`config.mk`:
```
export PLATFORM = sky130hd
export DESIGN_NAME = queue_health_watchdog_top
export DESIGN_NICKNAME = d
export VERILOG_FILES = /design/src/design/qhw_pkg.sv /design/src/design/queue_health_watchdog_top.sv /design/src/design/qhw_ctrl.sv /design/src/design/qhw_dp.sv
export VERILOG_INCLUDE_DIRS = /design/src /design/src/design
export SDC_FILE = /design/constraint.sdc
export NUM_CORES = 1
export LEC_CHECK = 0
export BUFFER_PORTS_ARGS = -buffer_cell sky130_fd_sc_hd__buf_2
export CELL_PAD_IN_SITES_DETAIL_PLACEMENT = 1
export CELL_PAD_IN_SITES_GLOBAL_PLACEMENT = 1
export CORE_UTILIZATION = 54
export CTS_BUF_LIST = sky130_fd_sc_hd__clkbuf_4 sky130_fd_sc_hd__clkbuf_8 sky130_fd_sc_hd__clkbuf_16
export DETAILED_ROUTE_END_ITERATION = 10
export GPL_TIMING_DRIVEN = 0
export MAX_ROUTING_LAYER = met4
export PLACE_DENSITY = 0.89
export SLEW_MARGIN = 20
export SYNTH_ARGS = -nofsm -noshare
export SYNTH_HDL_FRONTEND = slang
export SYNTH_SLANG_ARGS = --single-unit
```
`constraint.sdc`:
```
create_clock -name clock -period 17.5 [get_ports clock]
set_input_delay 1.75 -clock clock [delete_from_list [all_inputs] [get_ports clock]]
set_output_delay 1.75 -clock clock [all_outputs]
set_load 0.01 [all_outputs]
```
`src/design/queue_health_watchdog_top_assert.svh`:
```
// Assertion macros used by the queue health watchdog datapath.
`ifndef QUEUE_HEALTH_WATCHDOG_TOP_ASSERT_SVH
`define QUEUE_HEALTH_WATCHDOG_TOP_ASSERT_SVH

// Same-cycle implication, checked at every rising edge outside reset.
`define QHW_ASSERT_NOW(lbl, clk, rst, ante, cons, msg) \
   lbl: assert property (@(posedge clk) disable iff (rst) (ante) |-> (cons)) \
      else $error(msg);

// Next-cycle implication, checked at every rising edge outside reset.
`define QHW_ASSERT_NEXT(lbl, clk, rst, ante, cons, msg) \
   lbl: assert property (@(posedge clk) disable iff (rst) (ante) |=> (cons)) \
      else $error(msg);

`endif

```
`src/design/qhw_pkg.sv`:
```
// Package: types, constants and helper functions of the queue health watchdog.
`timescale 1ns / 1ps
`default_nettype none

package qhw_pkg;

   localparam int GROUPS_DEFAULT           = 64;
   localparam int HISTORY_DEPTH_DEFAULT    = 16;
   localparam int TICKS_PER_SECOND_DEFAULT = 1000;
   localparam int AGE_TENS                 = 10;

   localparam int           CSR_ADDR_WIDTH   = 4;
   localparam int           CSR_DATA_WIDTH   = 64;
   localparam logic         CSR_IDX_THRESHOLD = 1'b0;
   localparam logic         CSR_IDX_GROUPS    = 1'b1;
   localparam logic [7:0]   THRESHOLD_RESET   = 8'd3;

   localparam logic KIND_CHECK  = 1'b0;
   localparam logic KIND_REPORT = 1'b1;

   typedef struct packed {
      logic        kind;
      logic [31:0] now_time;
      logic [31:0] catas_word;
      logic [5:0]  group_index;
   } req_type;

   typedef struct packed {
      logic        alert;
      logic        fatal;
      logic [4:0]  failure_count;
      logic        catas_failed;
      logic [31:0] catas_value;
      logic        group_failed;
      logic [5:0]  failed_group;
      logic [63:0] session_mask;
   } rsp_type;

   typedef enum logic [2:0] {
      ST_IDLE,
      ST_DECIDE,
      ST_AGE_READ,
      ST_AGE_CHECK,
      ST_EMIT
   } state_type;

   typedef struct packed {
      logic record;
      logic start;
      logic drop;
      logic commit;
      logic emit;
   } cmd_type;

   typedef struct packed {
      logic fatal;
      logic cat_pend;
      logic grp_pend;
      logic expired;
      logic out_busy;
   } stat_type;

   function automatic logic [31:0] swap_bytes(input logic [31:0] v);
      return {v[7:0], v[15:8], v[23:16], v[31:24]};
   endfunction

   function automatic logic [63:0] group_mask(input int groups);
      logic [63:0] m;
      for (int i = 0; i < 64; i++) begin
         m[i] = (i < groups);
      end
      return m;
   endfunction

   // Lowest set bit: per-byte search, then lowest nonzero byte.
   function automatic logic [5:0] lowest_set(input logic [63:0] v);
      logic [7:0] nz;
      logic [2:0] bit_idx [8];
      logic [2:0] byte_idx;
      for (int b = 0; b < 8; b++) begin
         nz[b]      = |v[8*b +: 8];
         bit_idx[b] = 3'd0;
         for (int k = 7; k >= 0; k--) begin
            if (v[8*b + k]) begin
               bit_idx[b] = 3'(k);
            end
         end
      end
      byte_idx = 3'd0;
      for (int b = 7; b >= 0; b--) begin
         if (nz[b]) begin
            byte_idx = 3'(b);
         end
      end
      return {byte_idx, bit_idx[byte_idx]};
   endfunction

endpackage

`default_nettype wire

```
`src/design/queue_health_watchdog_top.sv`:
```
// Top level of the queue health watchdog: ports, CSR block, controller and datapath.
`timescale 1ns / 1ps
`default_nettype none

// Queue health watchdog. Each request is either a group ok report (kind 1),
// which marks one receive trap group as seen, or a check cycle (kind 0).
// A check cycle logs a nonzero byte-swapped catastrophic word as a fatal
// failure, then (except on the very first check) logs the lowest group whose
// observed state differs from the expected set, then reloads the expected
// set from monitored_groups, clears the observed set and returns one result.
// Failure timestamps live in a HISTORY_DEPTH-entry ring; before each new
// failure is logged, entries older than ten seconds per unit of the alert
// threshold are dropped one at a time. After a fatal failure, check cycles
// are accepted and dropped without a result; ok reports are always accepted.
// Timing: an ok report leaves the controller idle and a new request can follow
// in the next cycle. A check cycle holds the request port through DECIDE, then
// for each failure logged (at most two) AGE_READ and AGE_CHECK, repeated per
// aged-out entry, and EMIT; the aging walk is bounded by the single ring read port.
// A result waiting in the output register does not block the request port; a
// check only waits at its last step if the previous result is still unread.
// CSR map: the alert threshold at byte 0x0 (8 bits, reset 3), monitored_groups
// at byte 0x8 (64 bits, reset 0). The ring needs no clearing after reset.
module queue_health_watchdog_top #(
   parameter int GROUPS           = qhw_pkg::GROUPS_DEFAULT,
   parameter int HISTORY_DEPTH    = qhw_pkg::HISTORY_DEPTH_DEFAULT,
   parameter int TICKS_PER_SECOND = qhw_pkg::TICKS_PER_SECOND_DEFAULT
) (
   input  wire logic                                 clock,
   input  wire logic                                 reset,
   // request channel
   input  wire logic                                 req_valid,
   output logic                                      req_ready,
   input  wire qhw_pkg::req_type                     req_data,
   // result channel
   output logic                                      rsp_valid,
   input  wire logic                                 rsp_ready,
   output qhw_pkg::rsp_type                          rsp_data,
   // configuration port
   input  wire logic                                 csr_psel,
   input  wire logic                                 csr_penable,
   input  wire logic                                 csr_pwrite,
   input  wire logic [qhw_pkg::CSR_ADDR_WIDTH-1:0]   csr_paddr,
   input  wire logic [qhw_pkg::CSR_DATA_WIDTH-1:0]   csr_pwdata,
   output logic [qhw_pkg::CSR_DATA_WIDTH-1:0]        csr_prdata,
   output logic                                      csr_pready
);

   logic [7:0]  threshold_ff;
   logic [63:0] groups_ff;
   logic        csr_write;
   logic        csr_index;

   qhw_pkg::cmd_type  cmd;
   qhw_pkg::stat_type stat;

   // Registers sit 8 bytes apart; decode on the register-select bit.
   assign csr_index  = csr_paddr[3];
   assign csr_write  = csr_psel && csr_penable && csr_pwrite && csr_pready;
   assign csr_pready = 1'b1;

   always_ff @(posedge clock) begin
      if (reset) begin
         threshold_ff <= qhw_pkg::THRESHOLD_RESET;
         groups_ff    <= '0;
      end else if (csr_write) begin
         if (csr_index == qhw_pkg::CSR_IDX_THRESHOLD) begin
            threshold_ff <= csr_pwdata[7:0];
         end else begin
            groups_ff <= csr_pwdata;
         end
      end
   end

   // Read back the selected register, zero-extended to the bus width.
   always_comb begin
      if (csr_index == qhw_pkg::CSR_IDX_GROUPS) begin
         csr_prdata = groups_ff;
      end else begin
         csr_prdata = {56'd0, threshold_ff};
      end
   end

   // Sequencer: accepts requests, walks the aging loop, releases results.
   qhw_ctrl u_ctrl (
      .clock     (clock),
      .reset     (reset),
      .req_valid (req_valid),
      .req_kind  (req_data.kind),
      .req_ready (req_ready),
      .stat      (stat),
      .cmd       (cmd)
   );

   // Group sets, failure ring and the result register.
   qhw_dp #(
      .GROUPS           (GROUPS),
      .HISTORY_DEPTH    (HISTORY_DEPTH),
      .TICKS_PER_SECOND (TICKS_PER_SECOND)
   ) u_dp (
      .clock     (clock),
      .reset     (reset),
      .cmd       (cmd),
      .stat      (stat),
      .req_data  (req_data),
      .threshold (threshold_ff),
      .monitored (groups_ff),
      .rsp_valid (rsp_valid),
      .rsp_ready (rsp_ready),
      .rsp_data  (rsp_data)
   );

endmodule

`default_nettype wire

```
`src/design/qhw_ctrl.sv`:
```
// Controller state machine of the queue health watchdog.
`timescale 1ns / 1ps
`default_nettype none

module qhw_ctrl (
   input  wire logic              clock,
   input  wire logic              reset,
   input  wire logic              req_valid,
   input  wire logic              req_kind,
   output logic                   req_ready,
   input  wire qhw_pkg::stat_type stat,
   output qhw_pkg::cmd_type       cmd
);

   qhw_pkg::state_type state_ff, state_in;

   always_ff @(posedge clock) begin
      if (reset) begin
         state_ff <= qhw_pkg::ST_IDLE;
      end else begin
         state_ff <= state_in;
      end
   end

   always_comb begin
      state_in  = state_ff;
      req_ready = 1'b0;
      cmd       = '0;
      case (state_ff)
         qhw_pkg::ST_IDLE: begin
            req_ready = 1'b1;
            if (req_valid) begin
               if (req_kind == qhw_pkg::KIND_REPORT) begin
                  cmd.record = 1'b1;
               end else if (!stat.fatal) begin
                  cmd.start = 1'b1;
                  state_in  = qhw_pkg::ST_DECIDE;
               end
            end
         end
         qhw_pkg::ST_DECIDE: begin
            if (stat.cat_pend || stat.grp_pend) begin
               state_in = qhw_pkg::ST_AGE_READ;
            end else begin
               state_in = qhw_pkg::ST_EMIT;
            end
         end
         qhw_pkg::ST_AGE_READ: begin
            state_in = qhw_pkg::ST_AGE_CHECK;
         end
         qhw_pkg::ST_AGE_CHECK: begin
            if (stat.expired) begin
               cmd.drop = 1'b1;
               state_in = qhw_pkg::ST_AGE_READ;
            end else begin
               cmd.commit = 1'b1;
               state_in   = qhw_pkg::ST_DECIDE;
            end
         end
         qhw_pkg::ST_EMIT: begin
            if (!stat.out_busy) begin
               cmd.emit = 1'b1;
               state_in = qhw_pkg::ST_IDLE;
            end
         end
         default: begin
            state_in = qhw_pkg::ST_IDLE;
         end
      endcase
   end

endmodule

`default_nettype wire

```
`src/design/qhw_dp.sv`:
```
// Datapath of the queue health watchdog: group sets, failure ring, result register.
`timescale 1ns / 1ps
`default_nettype none
`include "queue_health_watchdog_top_assert.svh"

module qhw_dp #(
   parameter int GROUPS           = qhw_pkg::GROUPS_DEFAULT,
   parameter int HISTORY_DEPTH    = qhw_pkg::HISTORY_DEPTH_DEFAULT,
   parameter int TICKS_PER_SECOND = qhw_pkg::TICKS_PER_SECOND_DEFAULT
) (
   input  wire logic             clock,
   input  wire logic             reset,
   input  wire qhw_pkg::cmd_type cmd,
   output qhw_pkg::stat_type     stat,
   input  wire qhw_pkg::req_type req_data,
   input  wire logic [7:0]       threshold,
   input  wire logic [63:0]      monitored,
   output logic                  rsp_valid,
   input  wire logic             rsp_ready,
   output qhw_pkg::rsp_type      rsp_data
);

   localparam int IW = (HISTORY_DEPTH > 1) ? $clog2(HISTORY_DEPTH) : 1;
   localparam int CW = $clog2(HISTORY_DEPTH + 1);
   localparam int SW = CW + 1;
   localparam logic [63:0] GMASK     = qhw_pkg::group_mask(GROUPS);
   localparam logic [31:0] AGE_SCALE = 32'(qhw_pkg::AGE_TENS * TICKS_PER_SECOND);
   localparam logic [CW-1:0] DEPTH_C = CW'(HISTORY_DEPTH);
   localparam logic [IW-1:0] LAST_C  = IW'(HISTORY_DEPTH - 1);

   logic [31:0] ring_mem [HISTORY_DEPTH];
   logic [31:0] ring_rd_ff;
   logic        ring_we;
   logic [IW-1:0] ring_slot;

   logic [63:0]   observed_ff, observed_in;
   logic [63:0]   expected_ff, expected_in;
   logic          first_ff, first_in;
   logic          fatal_ff, fatal_in;
   logic [IW-1:0] oldest_ff, oldest_in;
   logic [CW-1:0] held_ff, held_in;
   logic          cat_pend_ff, cat_pend_in;
   logic          grp_pend_ff, grp_pend_in;
   logic          rsp_valid_ff, rsp_valid_in;

   logic [31:0]   window_ff;
   logic [31:0]   now_ff, now_in;
   logic [31:0]   cval_ff, cval_in;
   logic          cfail_ff, cfail_in;
   logic          gfail_ff, gfail_in;
   logic [63:0]   diff_ff, diff_in;
   qhw_pkg::rsp_type rsp_ff, rsp_in;

   logic [IW-1:0] oldest_next;
   logic [SW-1:0] slot_sum;
   logic [31:0]   age_diff;
   logic [63:0]   cur_diff;

   always_comb begin
      oldest_next = (oldest_ff == LAST_C) ? '0 : oldest_ff + 1'b1;
      slot_sum    = SW'(oldest_ff) + SW'(held_ff);
      if (slot_sum >= SW'(HISTORY_DEPTH)) begin
         slot_sum = slot_sum - SW'(HISTORY_DEPTH);
      end
      age_diff = now_ff - (ring_rd_ff + window_ff);
      cur_diff = (observed_ff ^ expected_ff) & GMASK;
   end

   always_comb begin
      observed_in  = observed_ff;
      expected_in  = expected_ff;
      first_in     = first_ff;
      fatal_in     = fatal_ff;
      oldest_in    = oldest_ff;
      held_in      = held_ff;
      cat_pend_in  = cat_pend_ff;
      grp_pend_in  = grp_pend_ff;
      rsp_valid_in = rsp_valid_ff;
      now_in       = now_ff;
      cval_in      = cval_ff;
      cfail_in     = cfail_ff;
      gfail_in     = gfail_ff;
      diff_in      = diff_ff;
      rsp_in       = rsp_ff;
      ring_we      = 1'b0;
      ring_slot    = IW'(slot_sum);

      if (cmd.record && ({1'b0, req_data.group_index} < 7'(GROUPS))) begin
         observed_in[req_data.group_index] = 1'b1;
      end

      if (cmd.start) begin
         now_in      = req_data.now_time;
         cval_in     = qhw_pkg::swap_bytes(req_data.catas_word);
         cfail_in    = (req_data.catas_word != 32'd0);
         cat_pend_in = (req_data.catas_word != 32'd0);
         diff_in     = cur_diff;
         gfail_in    = !first_ff && (cur_diff != 64'd0);
         grp_pend_in = !first_ff && (cur_diff != 64'd0);
         first_in    = 1'b0;
      end

      if (cmd.drop) begin
         oldest_in = oldest_next;
         held_in   = held_ff - 1'b1;
      end

      if (cmd.commit) begin
         ring_we = 1'b1;
         if (held_ff == DEPTH_C) begin
            ring_slot = oldest_ff;
            oldest_in = oldest_next;
         end else begin
            held_in = held_ff + 1'b1;
         end
         if (cat_pend_ff) begin
            cat_pend_in = 1'b0;
            fatal_in    = 1'b1;
         end else begin
            grp_pend_in = 1'b0;
         end
      end

      if (cmd.emit) begin
         observed_in          = '0;
         expected_in          = monitored & GMASK;
         rsp_valid_in         = 1'b1;
         rsp_in.alert         = fatal_ff || (32'(held_ff) >= 32'(threshold));
         rsp_in.fatal         = fatal_ff;
         rsp_in.failure_count = 5'(held_ff);
         rsp_in.catas_failed  = cfail_ff;
         rsp_in.catas_value   = cval_ff;
         rsp_in.group_failed  = gfail_ff;
         rsp_in.failed_group  = gfail_ff ? qhw_pkg::lowest_set(diff_ff) : 6'd0;
         rsp_in.session_mask  = monitored & GMASK;
      end else if (rsp_ready) begin
         rsp_valid_in = 1'b0;
      end
   end

   always_ff @(posedge clock) begin
      if (reset) begin
         observed_ff  <= '0;
         expected_ff  <= '0;
         first_ff     <= 1'b1;
         fatal_ff     <= 1'b0;
         oldest_ff    <= '0;
         held_ff      <= '0;
         cat_pend_ff  <= 1'b0;
         grp_pend_ff  <= 1'b0;
         rsp_valid_ff <= 1'b0;
      end else begin
         observed_ff  <= observed_in;
         expected_ff  <= expected_in;
         first_ff     <= first_in;
         fatal_ff     <= fatal_in;
         oldest_ff    <= oldest_in;
         held_ff      <= held_in;
         cat_pend_ff  <= cat_pend_in;
         grp_pend_ff  <= grp_pend_in;
         rsp_valid_ff <= rsp_valid_in;
      end
   end

   always_ff @(posedge clock) begin
      window_ff <= 32'(32'(threshold) * AGE_SCALE);
      now_ff    <= now_in;
      cval_ff   <= cval_in;
      cfail_ff  <= cfail_in;
      gfail_ff  <= gfail_in;
      diff_ff   <= diff_in;
      rsp_ff    <= rsp_in;
   end

   // Failure timestamp ring; read port always follows the oldest slot.
   always_ff @(posedge clock) begin
      if (ring_we) begin
         ring_mem[ring_slot] <= now_ff;
      end
      ring_rd_ff <= ring_mem[oldest_ff];
   end

   assign stat.fatal    = fatal_ff;
   assign stat.cat_pend = cat_pend_ff;
   assign stat.grp_pend = grp_pend_ff;
   assign stat.expired  = (held_ff != '0) && (age_diff != 32'd0) && !age_diff[31];
   assign stat.out_busy = rsp_valid_ff && !rsp_ready;

   assign rsp_valid = rsp_valid_ff;
   assign rsp_data  = rsp_ff;

   `QHW_ASSERT_NOW(a_drop_nonempty, clock, reset, cmd.drop, held_ff != '0,
      "drop issued on an empty failure ring")
   `QHW_ASSERT_NEXT(a_commit_grows, clock, reset, cmd.commit && (held_ff < DEPTH_C),
      held_ff == CW'($past(held_ff) + 1'b1), "failure count did not grow on log")
   `QHW_ASSERT_NEXT(a_fatal_sticky, clock, reset, fatal_ff, fatal_ff,
      "fatal flag cleared outside reset")
   `QHW_ASSERT_NEXT(a_emit_shows, clock, reset, cmd.emit, rsp_valid_ff,
      "emitted result not presented")

endmodule

`default_nettype wire
```
==> flow_summary.toml, run 1 <==
[run_status]
outcome = "finished, final reports clean"

[sta]
clock_skew_ns = 0.0644
final.period_utilization = 0.403
maxSlewViolCount = 0
setup_viol_count_final = 0
fmax_mhz = 142
timing.final.crit_period_ns = 7.06
tightest_slew_ns = 1.26
max_slew_margin = 0.163
fin_setup_tns_ns = 0
rsz0062_at_grt = "false"
hold_viol = 0

[synth]
synth-async-reset-ratio = 0
ys_ff_latch = 1020
ys.flop_type = "edfxtp_1"
synth-edff-count = 753
avgSynthCellArea_um2 = 14.4
synth_area_um2 = 41400
postSynthNetCount = 3158
ys_seq_area_frac = 0.675
syn-instance-count = 2886
synth_cell_type_count = 72
yosys_warnings = 0

[worst_setup_path]
rr_worst_depth = 18
end_kind = "register"
crit_fanout = 19
r2r_slack_ns = 10.44
r2r_start = "u_dp.now_ff[0]"
setup.worst_path.start = "u_dp.now_ff[0]"
cp.arrival_ns = 7.39
r2r-end = "u_dp.ring_mem[10][29]"
cp.required_ns = 17.84
startpoint_type = "register"
crit_type = "reg2reg"

[grt]
antenna_found_initial = 6
grt_overflow = 0
grt_max_degree = 68
grt_pass1_vias = 29653
grtUsageTotal = 0.347
grt_first_pass_wirelength_um = 191000

[routing]
dr.pass1.iters = 5
routedWlPerCell_um = 29.2
vias = 27373
drt-initial-drc-count = 2299
ant_nets = 0
drcViolationCount = 0
totalWireLength_um = 130000
vias_per_cell = 6.14

[worst_hold_path]
hp-start = "u_dp.cval_ff[19]"
holdPathEnd = "u_dp.rsp_data[90]"
holdPathStages = 0
hold_path_class = "reg2reg"

[clock_network]
postCtsSetupRepairBufs = 0
cts_hold_buf = 0
h-tree-depth = 3
clkTransAtPathRegs_ns = 0.06
tritoncts = "yes"
cts.path.max_buffers = 3
cts-resized-gates = 0
cts_buffers = 103
clock-sinks = 1020
insertion_delay_ns = 0.70
ctsRootBufferMaster = "clkbuf_16"

[placed_design]
dpl.hpwl_um = 87400
gp_congestion = 0.926
dpl_cell_area_um2 = 45100
io_buffers = 312

[floorplan]
io_pins = 324
start_util = 0.546
die_h_um = 279
num_rows = 101
die_w_um = 279
dieArea_um2 = 77800
core_um2 = 75900

[power_and_ir_drop]
power.density_nw_per_um2 = 110
ir_drop_mv = 0.103
leakage_uw = 0.0177

[cells_and_area]
area_growth_pct = 18.0
nets = 3605
fin_area_um2 = 48900
drive_above_1_share = 0.218

[flow_run]
max-cap-violations = 0
-- where the power goes --
group,internal (µW),leakage (µW),switching [µW],total (µW)
logic,112,0.00686,224,336
registers,2620,0.00895,38.5,2660
clock network,1420,0.00186,977,2400
-- metrics by stage --
step                 util  hold WS, ns  instances  worst slack [ns]  total power (µW)
finish              0.644        0.393       4458             10.44              5390
global route        0.644        0.398       4458             10.38              5510
CTS                 0.643        0.394       4453             10.66              5400
detailed placement  0.594        0.406       4257             10.74              3030
global placement    0.583        0.400       4228              8.66              3010
floorplan               -        0.371       2886             11.62              2890
-- registers in the layout (all words and copies together) (netlist names), 3 cells and up --
name,flops
groups_ff,64
threshold_ff,8
u_ctrl.state_ff,3
u_dp.cval_ff,32
u_dp.diff_ff,64
u_dp.expected_ff,64
u_dp.held_ff,5
u_dp.now_ff,32
u_dp.observed_ff,64
u_dp.oldest_ff,4
u_dp.ring_mem,512
u_dp.ring_rd_ff,32
u_dp.rsp_data,111
u_dp.window_ff,18
-- cell usage in the layout (no fill, tap or decap), types with 13 or more instances in the layout --
| cell type | count |
|---|---|
| mux4_2 | 161 |
| inv_1 | 158 |
| nor2_4 | 16 |
| xnor2_1 | 19 |
| ha_1 | 94 |
| nor4_1 | 39 |
| nand2b_1 | 16 |
| buf_2 | 320 |
| xor2_1 | 73 |
| bufinv_16 | 14 |
| clkbuf_16 | 106 |
| clkbuf_1 | 89 |
| clkbuf_4 | 30 |
| nand4_1 | 16 |
| nor3_1 | 30 |
| a21oi_1 | 263 |
| o21ai_0 | 41 |
| dfxtp_1 | 267 |
| nand3_1 | 18 |
| mux2i_1 | 13 |
| buf_1 | 15 |
| nor2_1 | 174 |
| and2_1 | 61 |
| edfxtp_1 | 753 |
| nand2_1 | 331 |
| fa_1 | 32 |
| buf_16 | 21 |
| clkinv_2 | 13 |
-- logic make-up after synthesis --
family                     Yosys count  share of synthesized area
xor gates and xnor gates            92                     0.0194
AOI/OAI and AO/OA                  427                     0.0610
buffers and inverters              283                     0.0260
and+or+nand+nor                    755                     0.0820
DFF                               1020                      0.675
other                                1                  0.0000905
muxes                              182                     0.0928
adders and majority gates          126                     0.0438
-- layout make-up --
class	instances	area, µm²
Inverter	161	612
Timing Repair Buffer	342	2290
Antenna cell	4	10.0
Sequential cell	1020	28000
Fill cell	7034	27100
Buffer	122	488
Clock inverter	50	696
Tap cell	1030	1290
Multi-Input combinational cell	1583	12500
Clock buffer	146	3020
-- per-layer routing --
| metal | vias to the layer above | wire, µm | global-route usage |
|---|---|---|---|
| met5 | - | 0 | - |
| met3 | 385 | 8270 | 0.0496 |
| met2 | 1378 | 67900 | 0.599 |
| met1 | 14052 | 47600 | 0.400 |
| met4 | 0 | 6470 | 0.164 |
| li1 | 11558 | - | - |
-- synthesized netlist by cell type, types with 6 or more instances --
cell type | instances | area share
clkbuf_1 | 94 | 0.0085
a31oi_1 | 8 | 0.0012
nand3_1 | 18 | 0.0022
dfxtp_1 | 267 | 0.13
nor3_1 | 33 | 0.0040
nand2_1 | 331 | 0.030
o21bai_1 | 7 | 0.0013
buf_2 | 6 | 0.00072
and3_1 | 6 | 0.00091
nor2_1 | 191 | 0.017
mux4_2 | 161 | 0.088
inv_1 | 159 | 0.014
nand2b_1 | 16 | 0.0024
a21o_1 | 11 | 0.0020
edfxtp_1 | 753 | 0.55
o21a_1 | 10 | 0.0018
a21oi_1 | 263 | 0.032
and2_1 | 61 | 0.0092
o21ai_0 | 44 | 0.0053
nor4_1 | 39 | 0.0059
nand4_1 | 16 | 0.0024
xor2_1 | 73 | 0.015
mux2i_1 | 13 | 0.0031
a2111oi_0 | 6 | 0.0013
ha_1 | 94 | 0.028
buf_1 | 20 | 0.0018
xnor2_1 | 19 | 0.0040
fa_1 | 32 | 0.015
nor3b_1 | 12 | 0.0022
nor2b_1 | 9 | 0.0014
o211ai_1 | 11 | 0.0020
-- worst max-delay path by stage --
stage / endpoint / slack, ns
finish: u_dp.ring_mem[10][29] / 10.44
global route: u_dp.ring_mem[10][28] / 10.38
CTS: u_dp.ring_mem[9][26] / 10.66
detailed placement: u_dp.ring_mem[9][15] / 10.74
global placement: u_dp.ring_mem[14][13] / 8.66
floorplan: u_dp.ring_mem[10][0] / 11.62
-- critical path: stages, from the launching register on --
cell and delay, ns:
edfxtp_1 0.78, inv_1 0.11, ha_1 0.41, inv_1 0.07, ha_1 0.20, or2_2 0.30
fa_1 0.46, nor3b_1 0.40, o21ai_2 0.18, a211oi_2 0.50, a2111oi_0 0.27, nor3_1 0.23
o22ai_1 0.14, or4_4 0.57, o31ai_4 0.42, buf_4 0.25, nand2_1 0.30, nor2_4 0.80
buf_12 0.29
Note: power is estimated with default switching activity, not from simulation.
==> run 2: changes to the inputs <==
- CORE_UTILIZATION: 54 -> 50
- PLACE_DENSITY: 0.89 -> 0.83
- clock period: 17.5 -> 6.7 ns (I/O delays scaled with it)
==> run 2 against run 1 <==
  * Non-clock buffer count up 16
  * Critical path depth is 1 lower
  * Die area increased by 7.9%
  * Global-route usage is 4.9 points lower
  * Cell count rose by 1.3%
  * Maximum frequency is 8.9% higher
  * Critical endpoint is now u_dp.ring_mem[1][6]
  * Largest cell class unchanged
==> flow_summary.toml, run 2 (synthesis results as in run 1) <==
[placed_design]
gp_congestion = 0.925
io_buffers = 312
dpl.hpwl_um = 84600
dpl_cell_area_um2 = 45200
placed_cells = 4297

[sta]
hold_viol = 0
final.period_utilization = 0.968
setup_viol_count_final = 0
clock_skew_ns = 0.0344
maxSlewViolCount = 0
fin_setup_tns_ns = 0
fmax_mhz = 154
tightest_slew_ns = 1.15
hold_ws_ns = 0.153
max_slew_margin = 0.233
rsz0062_at_grt = "false"
timing.final.crit_period_ns = 6.48

[floorplan]
die_h_um = 290
io_pins = 324
die_w_um = 290
core_um2 = 82000
start_util = 0.505
num_rows = 105
dieArea_um2 = 84000

[flow_run]
max-cap-violations = 0

[routing]
totalWireLength_um = 122000
dr.pass1.iters = 5
ant_nets = 0
drcViolationCount = 0
routedWlPerCell_um = 27.1
vias = 26753
drt-initial-drc-count = 2410
vias_per_cell = 5.92

[cells_and_area]
nets = 3622
stdcell_count = 4517
area_growth_pct = 18.7
most-common-layout-cells = "edfxtp_1, nand2_1, buf_2"
largest_register_ff_count = 512
final_common_cell = "edfxtp_1"
fin_area_um2 = 49200
drive_above_1_share = 0.221
top_register = "u_dp.ring_mem"
n_fill_cell = 7799

[worst_setup_path]
crit_type = "reg2reg"
cp.arrival_ns = 6.86
crit_fanout = 17
cp.required_ns = 7.08
end_kind = "register"
startpoint_type = "register"

[power_and_ir_drop]
ir_drop_mv = 0.264
leakage_uw = 0.0178
power.density_nw_per_um2 = 283

[grt]
grt_overflow = 0
grtUsageTotal = 0.298
grt_first_pass_wirelength_um = 181000
antenna_found_initial = 4
grt_pass1_vias = 28426
grt_max_degree = 100

[clock_network]
cts.path.max_buffers = 3
h-tree-depth = 3
cts_buffers = 104
tritoncts = "yes"
clkTransAtPathRegs_ns = 0.06
clock-sinks = 1020
ctsRootBufferMaster = "clkbuf_16"
insertion_delay_ns = 0.69
cts_hold_buf = 0

[run_status]
outcome = "finished, final reports clean"

[worst_hold_path]
hold_path_class = "in2reg"
[run 2: final timing paths]
path	end	depth (start not counted)	from	slack (ns)
setup / recovery	u_dp.ring_mem[1][6]	17	u_dp.now_ff[0]	0.22
hold / removal	u_dp.now_ff[10]	1	req_data[48]	0.15
setup reg to reg	u_dp.ring_mem[1][6]	17	u_dp.now_ff[0]	0.22
hold reg to reg	u_dp.rsp_data[87]	0	u_dp.cval_ff[16]	0.42
[run 2: layer usage]
layer	track usage	wire [µm]
met1	0.367	47600
met2	0.511	63100
met3	0.0410	7630
met4	0.0952	4070
met5	-	0
[run 2: worst max-delay path: stages (launching register included)]
cell	delay, ns
edfxtp_1	0.74
inv_1	0.21
ha_1	0.36
ha_1	0.22
or2_2	0.32
fa_1	0.46
nor3b_1	0.33
o21ai_2	0.17
a211oi_4	0.39
a2111oi_0	0.23
nor3_1	0.21
o22ai_1	0.14
or4_4	0.57
o31ai_4	0.45
buf_4	0.25
nand2_1	0.26
nor2_4	0.58
buf_16	0.24
[run 2: report_power, final]
group          leakage (µW)  switching [µW]  total (µW)  internal (µW)
clock               0.00183            2490        6140           3640
sequential          0.00895             101        6950           6850
combinational       0.00697             555         848            293
[run 2: final cells by class]
cell class	instances	area, µm²	share of cell area
sequential	1020	28000	0.569
timing repair buffer	358	2510	0.0510
tap	1070	1340	0.0272
buffer	122	488	0.00992
clock inverter	47	589	0.0120
inverter	161	612	0.0124
multi-input combinational	1583	12500	0.255
clock buffer	150	3120	0.0634
antenna	6	15.0	0.000305
[run 2: metrics by stage]
step	utilization	setup WS (ns)	total power [µW]
2_1_floorplan	-	0.819	7560
3_5_place_dp	0.551	0.0636	7900
3_3_place_gp	0.541	-2.00	7850
4_1_cts	0.596	0.0275	14000
6_report	0.600	0.217	13900
5_1_grt	0.600	0.0759	14300
[run 2: what timing repair did]
action	CTS	global route
resized for setup	0	1
setup endpoints to repair	0	166
endpoints found under the hold margin	0	0
buffers inserted	0	16
==> run 3: changes to the inputs <==
- CTS_CLUSTER_DIAMETER: not set -> 50
- HOLD_SLACK_MARGIN: not set -> 0.08
- REMOVE_ABC_BUFFERS: not set -> 1
==> run 3 against run 2 <==
  * Hold slack got worse by 0.017 ns
  * Maximum frequency decreased by 1.2%
  * Clock-buffer cell count decreased by 11
  * Global-route usage decreased by 0.62 points
  * Sequential power about the same
==> flow_summary.toml, run 3 (synthesis results as in run 1) <==
[worst_setup_path]
r2r_slack_ns = 0.14
crit_fanout = 17
cp.arrival_ns = 6.92
crit_chain = "inv_1 > ha_1 > inv_1 > ha_1 > or2_2 > fa_1 > nor3b_1 > o21ai_2 > a211oi_2 > a2111oi_0 > nor3_1 > o22ai_1 > or4_4 > o31ai_4 > buf_4 > nand2_1 > nor2_4 > buf_16"
cpMaxStageDelayCell = "edfxtp_1"
startpoint_type = "register"
r2r-end = "u_dp.ring_mem[12][30]"
rr_worst_depth = 18
max_stage_delay_ns = 0.66
cp.required_ns = 7.06
r2r_start = "u_dp.now_ff[0]"
crit_type = "reg2reg"
crit_family = "simple AND/OR/NAND/NOR gates"
cp_num_buf_inv = 4
end_kind = "register"

[placed_design]
io_buffers = 319
gp_congestion = 0.910
dpl.hpwl_um = 76700

[floorplan]
io_pins = 324
die_w_um = 290
dieArea_um2 = 84000
num_rows = 105
start_util = 0.505
die_h_um = 290
core_um2 = 82000

[cells_and_area]
most-common-layout-cells = "edfxtp_1, nand2_1, buf_2"
fin_util = 0.602
area_growth_pct = 19.1
top_register = "u_dp.ring_mem"
nets = 3542
final_common_cell = "edfxtp_1"
drive_above_1_share = 0.236
largest_register_ff_count = 512

[flow_run]
max-cap-violations = 0

[power_and_ir_drop]
p_sw_frac = 0.236
p_int_uw = 10900
seqPwrFrac = 0.485
power.density_nw_per_um2 = 290
p_clk_frac = 0.456
leakage_uw = 0.0179
ir_drop_mv = 0.253
power.switching_uw = 3370
combPwrFrac = 0.059

[routing]
totalWireLength_um = 122000
drcViolationCount = 0
ant_nets = 0
drt-initial-drc-count = 2285
vias = 26624
routedWlPerCell_um = 27.5
vias_per_cell = 6.00
dr.pass1.iters = 5

[grt]
grt_max_degree = 98
grtUsageTotal = 0.292
grt_first_pass_wirelength_um = 179000
antenna_found_initial = 1
grt_overflow = 0
grt_pass1_vias = 28576

[clock_network]
cts-resized-gates = 0
clkTransAtPathRegs_ns = 0.06
cts_buffers = 112
clock-sinks = 1020
ctsRootBufferMaster = "clkbuf_16"
tritoncts = "yes"
insertion_delay_ns = 0.71
cts.path.max_buffers = 3
h-tree-depth = 3

[sta]
timing.final.crit_period_ns = 6.56
maxSlewViolCount = 0
clock_skew_ns = 0.0690
tightest_slew_ns = 1.25
hold_viol = 0
hold_ws_ns = 0.137
fmax_mhz = 152
max_slew_margin = 0.164
setup_viol_count_final = 0
rsz0062_at_grt = "false"
final.period_utilization = 0.980

[worst_hold_path]
holdPathStages = 1
holdPathEnd = "u_dp.now_ff[0]"
hp-start = "req_data[38]"
hold_path_class = "in2reg"

[run_status]
outcome = "finished, final reports clean"
-- run 3: repair_timing --
action,4_1_cts,5_1_grt
pin swaps,4,11
setup endpoints to repair,512,173
buffers inserted,6,27
hold buffers,0,0
-- run 3: worst max-delay path by stage --
stage,slack [ns],cells after the start,end,startpoint
final,0.14,18,u_dp.ring_mem[12][30],u_dp.now_ff[0]
after floorplan,-1.92,5,u_dp.ring_mem[13][0],u_dp.oldest_ff[0]
after detailed placement,-0.42,17,u_dp.ring_mem[3][22],u_dp.now_ff[0]
after CTS,0.02,18,u_dp.ring_mem[6][28],u_dp.now_ff[0]
after global routing,0.07,18,u_dp.ring_mem[15][8],u_dp.now_ff[0]
after global placement,-6.10,7,u_dp.ring_mem[14][26],u_dp.oldest_ff[0]
-- run 3: worst reg2reg max path, stage by stage (launching register included) --
cell and delay (ns):
edfxtp_1 0.66, inv_1 0.19, ha_1 0.38, inv_1 0.06, ha_1 0.22, or2_2 0.31, fa_1 0.47, nor3b_1 0.40
o21ai_2 0.18, a211oi_2 0.42, a2111oi_0 0.29, nor3_1 0.36, o22ai_1 0.14, or4_4 0.57, o31ai_4 0.35, buf_4 0.29
nand2_1 0.32, nor2_4 0.38, buf_16 0.21
-- run 3: area by class of cell --
type	instances	area (µm²)
Inverter	161	622
Antenna cell	1	2.50
Fill cell	7732	32600
Sequential cell	1020	28000
Tap cell	1070	1340
Clock buffer	139	3090
Multi-Input combinational cell	1583	12600
Timing Repair Buffer	392	2860
Clock inverter	73	883
-- run 3: through the flow --
| stage | area [µm²] | setup slack, ns | setup TNS (ns) | cells | total power (µW) |
|---|---|---|---|---|---|
| after detailed placement | 45000 | -0.420 | -103.44 | 4192 | 7860 |
| final | 49300 | 0.135 | 0 | 4439 | 14300 |
| after floorplan | 41000 | -1.92 | -960.72 | 2764 | 7530 |
| after CTS | 49000 | 0.0189 | 0 | 4410 | 14300 |
| after global placement | 43900 | -6.10 | -3512.96 | 4153 | 7810 |
| after global routing | 49300 | 0.0698 | 0 | 4439 | 14700 |
-- run 3: power groups by stage --
stage | Clock, µW | Sequential (µW) | Combinational, µW
finish | 6520 | 6940 | 845
global route | 6830 | 6950 | 910
CTS | 6550 | 6940 | 816
detailed placement | 0 | 7070 | 792
global placement | 0 | 7070 | 738
floorplan | 0 | 7050 | 477
-- run 3: layer usage --
metal  wire, µm  part of all wire  GRT usage  vias to the layer above
li1           -                 -          -                    11454
met1      47300              0.39      0.353                    13711
met2      63000              0.51      0.498                     1195
met3       7930             0.065     0.0486                      264
met4       4060             0.033      0.101                        0
met5          0                 0          -                        -
